$ cat src/hdl/first_fit_pool_allocator_macros.svh
// ----------------------------------------------------------------------------
// First-fit pool allocator assertion macros
// Shared assertion forms for the allocator RTL.
// ----------------------------------------------------------------------------
`ifndef FIRST_FIT_POOL_ALLOCATOR_MACROS_SVH
`define FIRST_FIT_POOL_ALLOCATOR_MACROS_SVH

// Assert an implication on the rising clock, quiet while reset is held.
`define FFPA_ASSERT_IMP(label, clk, rst_n, ante, cons, msg) \
    label: assert property (@(posedge clk) disable iff (!rst_n) (ante) |-> (cons)) \
        else $error(msg);

// Assert a next-cycle implication on the rising clock.
`define FFPA_ASSERT_NXT(label, clk, rst_n, ante, cons, msg) \
    label: assert property (@(posedge clk) disable iff (!rst_n) (ante) |=> (cons)) \
        else $error(msg);

`endif

$ cat src/hdl/ffpa_pkg.sv
// ----------------------------------------------------------------------------
// First-fit pool allocator package
// Constants, status codes and word types of the allocator.
// ----------------------------------------------------------------------------
package ffpa_pkg;

    localparam int unsigned MAX_SEGMENTS_DEF   = 64;
    localparam int unsigned POOL_ADDR_BITS_DEF = 16;

    localparam int unsigned SIZE_W   = 17;
    localparam int unsigned OFFSET_W = 16;
    localparam int unsigned STATUS_W = 2;

    localparam logic [STATUS_W-1:0] ST_OK      = 2'd0;
    localparam logic [STATUS_W-1:0] ST_NOFIT   = 2'd1;
    localparam logic [STATUS_W-1:0] ST_BADADDR = 2'd2;
    localparam logic [STATUS_W-1:0] ST_FULL    = 2'd3;

    localparam logic ACT_ALLOC = 1'b0;
    localparam logic ACT_FREE  = 1'b1;

    typedef struct packed {
        logic                action;
        logic [SIZE_W-1:0]   request_size;
        logic [OFFSET_W-1:0] block_offset;
    } t_req;

    typedef struct packed {
        logic [STATUS_W-1:0] status;
        logic [OFFSET_W-1:0] offset;
    } t_rsp;

endpackage

$ cat src/hdl/first_fit_pool_allocator.sv
// ----------------------------------------------------------------------------
// First-fit pool allocator
// Segment table in one synchronous memory, walked by a sequencer.
// ----------------------------------------------------------------------------
// Usage:
//   Raise start with a request word on i_req while busy is low. The word is
//   taken at that edge and busy rises at once. When the work is done,
//   o_done pulses for one cycle with the response word on o_rsp; the
//   receiver must take it then, it cannot hold it off.
//   Write the pool size with i_cfg_we/i_cfg_wdata only while idle; that
//   reinitializes the table to one free segment over the whole pool.
// Operation: the first-fit search and the free lookup read one entry at a
//   time (issue the read, then check the registered data). A split then
//   moves the tail of the table up one entry at a time; a free reads the
//   next and the previous entry, writes the merged entry and moves the
//   tail down by one or two places, again one entry at a time. A zero
//   size alloc or a free offset outside the pool answers without reading
//   the table. Only one request is in flight, so throughput is one word
//   per response.
// Reset: synchronous, active low. The pool is 2^POOL_ADDR_BITS_DEF bytes;
//   busy stays high for the first idle cycle while entry 0 is seeded. No
//   clearing pass is needed, since entries at or above the count are never
//   used.
// ----------------------------------------------------------------------------
`include "first_fit_pool_allocator_macros.svh"

module first_fit_pool_allocator #(
    parameter int unsigned MAX_SEGMENTS   = ffpa_pkg::MAX_SEGMENTS_DEF
) (
    input  logic                     i_clk,
    input  logic                     i_rst_n,
    input  logic                     start,
    output logic                     busy,
    input  ffpa_pkg::t_req           i_req,
    output logic                     o_done,
    output ffpa_pkg::t_rsp           o_rsp,
    input  logic                     i_cfg_we,
    input  logic [ffpa_pkg::SIZE_W-1:0] i_cfg_wdata
);
    import ffpa_pkg::*;

    localparam int unsigned IW = (MAX_SEGMENTS > 1) ? $clog2(MAX_SEGMENTS) : 1;
    localparam int unsigned CW = $clog2(MAX_SEGMENTS + 1);
    localparam int unsigned AW = POOL_ADDR_BITS_DEF;
    localparam int unsigned LW = POOL_ADDR_BITS_DEF + 1;
    localparam logic [CW-1:0] MAXC = CW'(MAX_SEGMENTS);
    localparam logic [LW-1:0] TOP  = LW'(1) << AW;

    typedef struct packed {
        logic [AW-1:0] start;
        logic [LW-1:0] len;
        logic          free;
    } t_seg;

    // sequencer states
    localparam logic [3:0] S_IDLE  = 4'd0;
    localparam logic [3:0] S_RD    = 4'd1;  // issue read of entry r_idx
    localparam logic [3:0] S_CHK   = 4'd2;  // data of r_idx valid
    localparam logic [3:0] S_UPRD  = 4'd3;  // shift up: read r_k-1
    localparam logic [3:0] S_UPWR  = 4'd4;  // shift up: write r_k
    localparam logic [3:0] S_DNRD  = 4'd5;  // shift down: read r_k+r_gap
    localparam logic [3:0] S_DNWR  = 4'd6;  // shift down: write r_k
    localparam logic [3:0] S_NXRD  = 4'd7;  // free: read next entry
    localparam logic [3:0] S_NXCK  = 4'd8;
    localparam logic [3:0] S_PVRD  = 4'd9;  // free: read previous entry
    localparam logic [3:0] S_PVCK  = 4'd10;
    localparam logic [3:0] S_SPLIT = 4'd11; // write remainder entry
    localparam logic [3:0] S_DONE  = 4'd12;
    localparam logic [3:0] S_MRG   = 4'd13; // free: write merged entry

    t_seg r_mem [MAX_SEGMENTS];
    t_seg r_rdata;

    logic [3:0]    r_state, n_state;
    logic [CW-1:0] r_count, n_count;
    logic [LW-1:0] r_pool,  n_pool;
    logic [IW-1:0] r_idx,   n_idx;
    logic [IW-1:0] r_k,     n_k;
    logic [IW-1:0] r_dst,   n_dst;      // entry that takes the merged segment
    logic [1:0]    r_gap,   n_gap;      // entries removed by the merges
    logic          r_act,   n_act;
    logic [LW-1:0] r_size,  n_size;
    logic [AW-1:0] r_off,   n_off;
    t_seg          r_cur,   n_cur;      // segment being updated
    t_seg          r_rest,  n_rest;     // split remainder
    logic [STATUS_W-1:0] r_st, n_st;
    logic [AW-1:0] r_res,   n_res;
    logic          r_done,  n_done;
    logic          r_seed;

    logic          mem_we;
    logic [IW-1:0] mem_wa, mem_ra;
    t_seg          mem_wd;

    logic [LW-1:0] cfg_clamp;
    logic [LW-1:0] seg_end;

    always_comb begin
        cfg_clamp = (i_cfg_wdata == '0) ? LW'(1) :
                    (i_cfg_wdata > TOP) ? TOP :
                    LW'(i_cfg_wdata);
    end

    assign seg_end = LW'(r_rdata.start) + r_rdata.len;

    always_ff @(posedge i_clk) begin
        if (mem_we) begin
            r_mem[mem_wa] <= mem_wd;
        end
        r_rdata <= r_mem[mem_ra];
    end

    always_comb begin
        n_state = r_state; n_count = r_count; n_pool = r_pool;
        n_idx = r_idx; n_k = r_k; n_dst = r_dst; n_gap = r_gap; n_act = r_act;
        n_size = r_size; n_off = r_off; n_cur = r_cur; n_rest = r_rest;
        n_st = r_st; n_res = r_res; n_done = 1'b0;
        mem_we = 1'b0; mem_wa = r_idx; mem_ra = r_idx; mem_wd = r_cur;

        case (r_state)
            S_IDLE: begin
                if (i_cfg_we) begin
                    n_pool  = cfg_clamp;
                    n_count = CW'(1);
                    mem_we  = 1'b1;
                    mem_wa  = '0;
                    mem_wd  = '{start: '0, len: cfg_clamp, free: 1'b1};
                end else if (r_seed) begin
                    // seed entry 0 with the whole pool after reset
                    mem_we  = 1'b1;
                    mem_wa  = '0;
                    mem_wd  = '{start: '0, len: r_pool, free: 1'b1};
                end else if (start) begin
                    n_act  = i_req.action;
                    n_size = LW'(i_req.request_size);
                    n_off  = AW'(i_req.block_offset);
                    n_idx  = '0;
                    n_res  = '0;
                    if (i_req.action == ACT_ALLOC && i_req.request_size == '0) begin
                        n_st = ST_NOFIT; n_state = S_DONE;
                    end else if (i_req.action == ACT_FREE &&
                                 LW'(i_req.block_offset) >= r_pool) begin
                        n_st = ST_BADADDR; n_state = S_DONE;
                    end else begin
                        n_state = S_RD;
                    end
                end
            end
            S_RD: begin
                mem_ra  = r_idx;
                n_state = S_CHK;
            end
            S_CHK: begin
                n_cur = r_rdata;
                if (r_act == ACT_ALLOC) begin
                    if (r_rdata.free && r_size <= r_rdata.len) begin
                        n_res = r_rdata.start;
                        n_st  = ST_OK;
                        if (r_rdata.len != r_size) begin
                            if (r_count >= MAXC) begin
                                n_st = ST_FULL; n_res = '0; n_state = S_DONE;
                            end else begin
                                // mark the head used now; the tail moves above it
                                mem_we  = 1'b1;
                                mem_wa  = r_idx;
                                mem_wd  = '{start: r_rdata.start, len: r_size, free: 1'b0};
                                n_rest = '{start: r_rdata.start + AW'(r_size),
                                           len: r_rdata.len - r_size, free: 1'b1};
                                // open slot r_idx+1 by moving the tail up
                                n_k     = IW'(r_count);
                                n_count = r_count + CW'(1);
                                n_state = (IW'(r_count) == r_idx + IW'(1)) ? S_SPLIT : S_UPRD;
                            end
                        end else begin
                            mem_we  = 1'b1;
                            mem_wa  = r_idx;
                            mem_wd  = '{start: r_rdata.start, len: r_rdata.len, free: 1'b0};
                            n_state = S_DONE;
                        end
                    end else if (CW'(r_idx) + CW'(1) >= r_count) begin
                        n_st = ST_NOFIT; n_state = S_DONE;
                    end else begin
                        n_idx = r_idx + IW'(1); n_state = S_RD;
                    end
                end else begin
                    if (r_rdata.start == r_off) begin
                        n_cur.free = 1'b1;
                        n_st  = ST_OK;
                        n_dst = r_idx;
                        n_gap = 2'd0;
                        if (CW'(r_idx) + CW'(1) < r_count) begin
                            n_state = S_NXRD;
                        end else begin
                            n_state = S_PVRD;
                        end
                    end else if (LW'(r_off) < seg_end ||
                                 CW'(r_idx) + CW'(1) >= r_count) begin
                        n_st = ST_BADADDR; n_state = S_DONE;
                    end else begin
                        n_idx = r_idx + IW'(1); n_state = S_RD;
                    end
                end
            end
            S_UPRD: begin
                mem_ra  = r_k - IW'(1);
                n_state = S_UPWR;
            end
            S_UPWR: begin
                mem_we = 1'b1; mem_wa = r_k; mem_wd = r_rdata;
                n_k = r_k - IW'(1);
                n_state = (r_k - IW'(1) == r_idx + IW'(1)) ? S_SPLIT : S_UPRD;
            end
            S_SPLIT: begin
                mem_we = 1'b1; mem_wa = r_idx + IW'(1); mem_wd = r_rest;
                n_state = S_DONE;
            end
            S_NXRD: begin
                mem_ra  = r_idx + IW'(1);
                n_state = S_NXCK;
            end
            S_NXCK: begin
                // absorb a free next segment
                if (r_rdata.free) begin
                    n_cur.len = r_cur.len + r_rdata.len;
                    n_gap     = 2'd1;
                end
                n_state = S_PVRD;
            end
            S_PVRD: begin
                mem_ra = r_idx - IW'(1);
                n_state = (r_idx == '0) ? S_MRG : S_PVCK;
            end
            S_PVCK: begin
                // a free previous segment absorbs the current one
                if (r_rdata.free) begin
                    n_cur = '{start: r_rdata.start, len: r_rdata.len + r_cur.len,
                              free: 1'b1};
                    n_dst = r_idx - IW'(1);
                    n_gap = r_gap + 2'd1;
                end
                n_state = S_MRG;
            end
            S_MRG: begin
                mem_we  = 1'b1; mem_wa = r_dst; mem_wd = r_cur;
                n_count = r_count - CW'(r_gap);
                n_k     = r_dst + IW'(1);
                if (r_gap == 2'd0 || CW'(r_dst) + CW'(1) >= r_count - CW'(r_gap)) begin
                    n_state = S_DONE;
                end else begin
                    n_state = S_DNRD;
                end
            end
            S_DNRD: begin
                mem_ra  = r_k + IW'(r_gap);
                n_state = S_DNWR;
            end
            S_DNWR: begin
                // close the gap left by the merged entries
                mem_we = 1'b1; mem_wa = r_k; mem_wd = r_rdata;
                n_k = r_k + IW'(1);
                n_state = (CW'(r_k) + CW'(1) >= r_count) ? S_DONE : S_DNRD;
            end
            S_DONE: begin
                n_done  = 1'b1;
                n_state = S_IDLE;
            end
            default: n_state = S_IDLE;
        endcase
    end

    always_ff @(posedge i_clk) begin
        if (!i_rst_n) begin
            r_state <= S_IDLE;
            r_count <= CW'(1);
            r_pool  <= TOP;
            r_done  <= 1'b0;
        end else begin
            r_state <= n_state;
            r_count <= n_count;
            r_pool  <= n_pool;
            r_done  <= n_done;
        end
        r_idx <= n_idx; r_k <= n_k; r_dst <= n_dst; r_gap <= n_gap; r_act <= n_act;
        r_size <= n_size; r_off <= n_off; r_cur <= n_cur; r_rest <= n_rest;
        r_st <= n_st; r_res <= n_res;
    end

    // Hold busy on the first idle cycle after reset while entry 0 is seeded.
    always_ff @(posedge i_clk) begin
        if (!i_rst_n) r_seed <= 1'b1;
        else if (r_state == S_IDLE && !i_cfg_we) r_seed <= 1'b0;
    end

    assign busy         = (r_state != S_IDLE) || r_seed;
    assign o_done       = r_done;
    assign o_rsp.status = r_st;
    assign o_rsp.offset = OFFSET_W'(r_res);

    `FFPA_ASSERT_IMP(a_count_range, i_clk, i_rst_n, 1'b1,
        (r_count >= CW'(1)) && (r_count <= MAXC), "segment count out of range")
    `FFPA_ASSERT_NXT(a_done_pulse, i_clk, i_rst_n, o_done, !o_done,
        "response strobe held longer than one cycle")
    `FFPA_ASSERT_IMP(a_offset_zero, i_clk, i_rst_n, o_done && (o_rsp.status != ST_OK),
        o_rsp.offset == '0, "offset nonzero on failed request")

endmodule
$ cat config.mk
export PLATFORM = sky130hd
export DESIGN_NAME = first_fit_pool_allocator
export DESIGN_NICKNAME = d
export VERILOG_FILES = /design/src/hdl/ffpa_pkg.sv /design/src/hdl/first_fit_pool_allocator.sv
export VERILOG_INCLUDE_DIRS = /design/src /design/src/hdl
export SDC_FILE = /design/constraint.sdc
export NUM_CORES = 2
export LEC_CHECK = 0
export ABC_AREA = 1
export BUFFER_PORTS_ARGS = -buffer_cell sky130_fd_sc_hd__buf_2
export CAP_MARGIN = 40
export CORE_MARGIN = 2
export CORE_UTILIZATION = 54
export CTS_BUF_LIST = sky130_fd_sc_hd__clkbuf_8 sky130_fd_sc_hd__clkbuf_16
export CTS_CLUSTER_DIAMETER = 150
export DETAILED_ROUTE_END_ITERATION = 6
export PLACE_DENSITY = 0.7
export SLEW_MARGIN = 20
export SYNTH_ARGS = -nofsm -noshare
export SYNTH_HDL_FRONTEND = slang
export SYNTH_SLANG_ARGS = --single-unit
$ cat constraint.sdc
create_clock -name i_clk -period 11.2 [get_ports i_clk]
set_input_delay 1.68 -clock i_clk [delete_from_list [all_inputs] [get_ports i_clk]]
set_output_delay 1.68 -clock i_clk [all_outputs]
set_load 0.02 [all_outputs]
==> flow_summary_export.csv <==
group,metric,value,unit
run_status,status,"finished, violations left",
run_status,violations,"design-rule violations",
yosys,yosysMostFrequentCell,"edfxtp_1",
yosys,yosysSeqAreaShare,66.7,%
floorplanning,dieArea,0.200,mm2
timing,finalMaxSlewViolations,0,
drt,drc,1,
floorplanning,rows,162,
yosys,synth_nets,9762,
yosys,synth_top_area_share,65.5,%
power_and_ir_drop,finalPower,23.5,mW
timing,setup_slack,5530,ps
cells_and_area,drive_above_1_share,8.13,%
timing,period_share,50.6,%
yosys,synth.area.mux_share,0,%
yosys,ys_top_cells_by_area,"edfxtp_1, nand2_1, nand3_1, inv_1, nor2_1",
place,portBuffers,74,
global_route,grt_pass1_wl,445000,um
timing,fmax,176,MHz
cells_and_area,fin_nets,9793,
floorplanning,start_util,54.4,%
worst_setup_path,crit_fanout,19,
yosys,ys_seq_elements,2379,
yosys,synth_edf_count,2315,
global_route,track_usage,30.2,%
yosys,synth_compound_area_share,5.74,%
drt,ant_nets,0,
worst_setup_path,start_kind,"flop",
yosys,synth_top_family_by_area,"simple AND/OR/NAND/NOR gates",
yosys,synthCells,9572,
clocking,cts_setup_buffers,0,
clocking,h-tree-depth,4,
clocking,cts_sinks,2379,
yosys,ys_types,54,
global_route,antenna_found_initial,19,
drt,drt_iter0_drc,9825,
yosys,synthXorXnorAreaFrac,0.793,%
yosys,synth_common_cells,"edfxtp_1, nand2_1, inv_1, nor2_1, nand3_1",
drt,drtPass1Iterations,7,
yosys,ys.flop_type,"edfxtp_1",
timing,tightest_slew,1060,ps
run,maxCapViolCount,0,
timing,skew,45.4,ps
clocking,cts_root_buf,"clkbuf_16",
timing,rsz0062_at_grt,"no",
worst_setup_path,end_kind,"flop",
yosys,syn_area_per_cell,11.1,um2
clocking,ctsResizeCount,0,
place,place_area,0.111,mm2
place,dp_hpwl,189000,um
drt,wire_per_inst,24.6,um
floorplanning,die_w,447,um
global_route,grt_overflow,0,
hold_path,hold_class,"flop to flop",
clocking,path_clk_slew,60,ps
drt,viasPerCell,5.86,
yosys,synthArstFlopShare,0,%
timing,max_slew_margin,29.3,%
cells_and_area,utilization,61.2,%
yosys,yosys.area.top_type,"edfxtp_1",
cells_and_area,fillers,15100,
drt,vias,72800,
timing,fin_crit,5670,ps
global_route,grt_pass1_vias,68500,
cells_and_area,fin_area,0.119,mm2
worst_setup_path,crit_type,"flop to flop",
global_route,grt_max_degree,238,
yosys,synth-simple-area-share,19.0,%
timing,setup_tns,0,ps
clocking,clock_path_buffers,3,
timing,setup_viol,0,
floorplanning,io_pins,75,
power_and_ir_drop,vdd_drop_max,164,uV
cells_and_area,area_growth,12.4,%
place,dp_slack,5520,ps
yosys,synth_area,0.106,mm2
timing,hold_viol_final,0,
clocking,cts_tree,"yes",
yosys,synth_fa_ha_area_share,1.63,%
worst_setup_path,required,11760,ps
clocking,cts_hold_buffers,0,
floorplanning,core_area,0.195,mm2
yosys,synth_warnings,0,
worst_setup_path,crit_arrival,6230,ps
floorplanning,die_height,447,um
power_and_ir_drop,cellLeakagePower,45.5,nW
clocking,clock_latency,880,ps
power_and_ir_drop,power_density,197,mW/mm2
clocking,cts_buffers,236,
drt,totalWireLength,306000,um
place,place.gp.congestion,0.932,
[cells in the final DEF, fill, tap and decap left out, drive strengths merged, types with 119 or more instances in the layout]
cell    netlist  layout
o21ai       319     319
buf         303     310
inv        1119    1195
clkbuf      218     248
nor2       1105    1105
o211ai      195     195
a21o        200     200
nand3      1086    1086
nand3b      548     548
ha          129     129
nand2      1491    1491
a21oi       119     119
edfxtp     2315    2315
[flip-flops by register name (all words and copies together), names as in the netlist, 7 cells and up]
name / flops
r_count: 7
r_cur: 34
r_mem: 2176
r_off: 16
r_pool: 17
r_rdata: 34
r_res: 16
r_rest: 33
r_size: 17
[where the power goes]
part           leakage [nW]  total [mW]  switching (mW)  internal, mW
combinational          19.8        5.08            3.70          1.38
sequential             21.7        10.7           0.171          10.6
clock                  3.97        7.71            3.40          4.31
total                  45.5        23.5            7.27          16.2
[final timing paths]
kind	cells after the start	slack, ps	end	startpoint
setup / recovery	14	5530	r_mem[34][4]$_DFFE_PP_	r_size[12]$_DFFE_PP_
hold / removal	2	470	r_pool[8]$_SDFFE_PN0P_	r_pool[8]$_SDFFE_PN0P_
setup reg to reg	14	5530	r_mem[34][4]$_DFFE_PP_	r_size[12]$_DFFE_PP_
hold reg to reg	2	470	r_pool[8]$_SDFFE_PN0P_	r_pool[8]$_SDFFE_PN0P_
[stage by stage]
| step | hold slack (ps) | cells |
|---|---|---|
| CTS | 467 | 12400 |
| global route | 493 | 12400 |
| finish | 469 | 12400 |
| floorplan | 445 | 9572 |
| global placement | 452 | 11900 |
| detailed placement | 457 | 12000 |
[area by class of cell]
cell class              count  area, um2  area share, %
clock inverters           199       1440           1.21
well taps                2624       3280           2.75
flip-flops and latches   2379      70800           59.4
multi-input cells        5549      29700           24.9
clock buffers             246       6080           5.10
diodes                      7       17.5         0.0147
repair buffers            314       3740           3.14
inverters                1123       4230           3.55
[cell families (layout without fill, tap and decap cells)]
logic type               after synthesis  after routing
AND/OR/NAND/NOR                     4361           4361
buffers and inverters               1644           1882
adder cells (fa/ha/maj)              135            135
other                                  0              7
AO/OA/AOI/OAI                        957            957
XOR/XNOR                              96             96
flip-flops                          2379           2379
[metal layers]
layer | part of all wire (%) | wire length, um | GRT usage, % | vias to the layer above
met5 | 0.023 | 71 | 0 | -
met4 | 5.7 | 17300 | 15.5 | 10
met3 | 10 | 31000 | 5.52 | 648
met2 | 46 | 139000 | 46.9 | 3778
met1 | 39 | 118000 | 40.8 | 35300
li1 | - | - | - | 33100
[critical path, cell delays in order (launching register included)]
cell and delay [ps]:
edfxtp_1 410, inv_1 70, ha_1 370, nand2_1 110
nor2_1 230, nand4_1 170, nand2_1 450, clkinv_1 670
nor2_1 330, nand2_1 270, nand2_1 370, nand4_1 640
buf_4 460, nor2_4 520, buf_16 240
No activity file was read; power rests on OpenSTA's default activity.
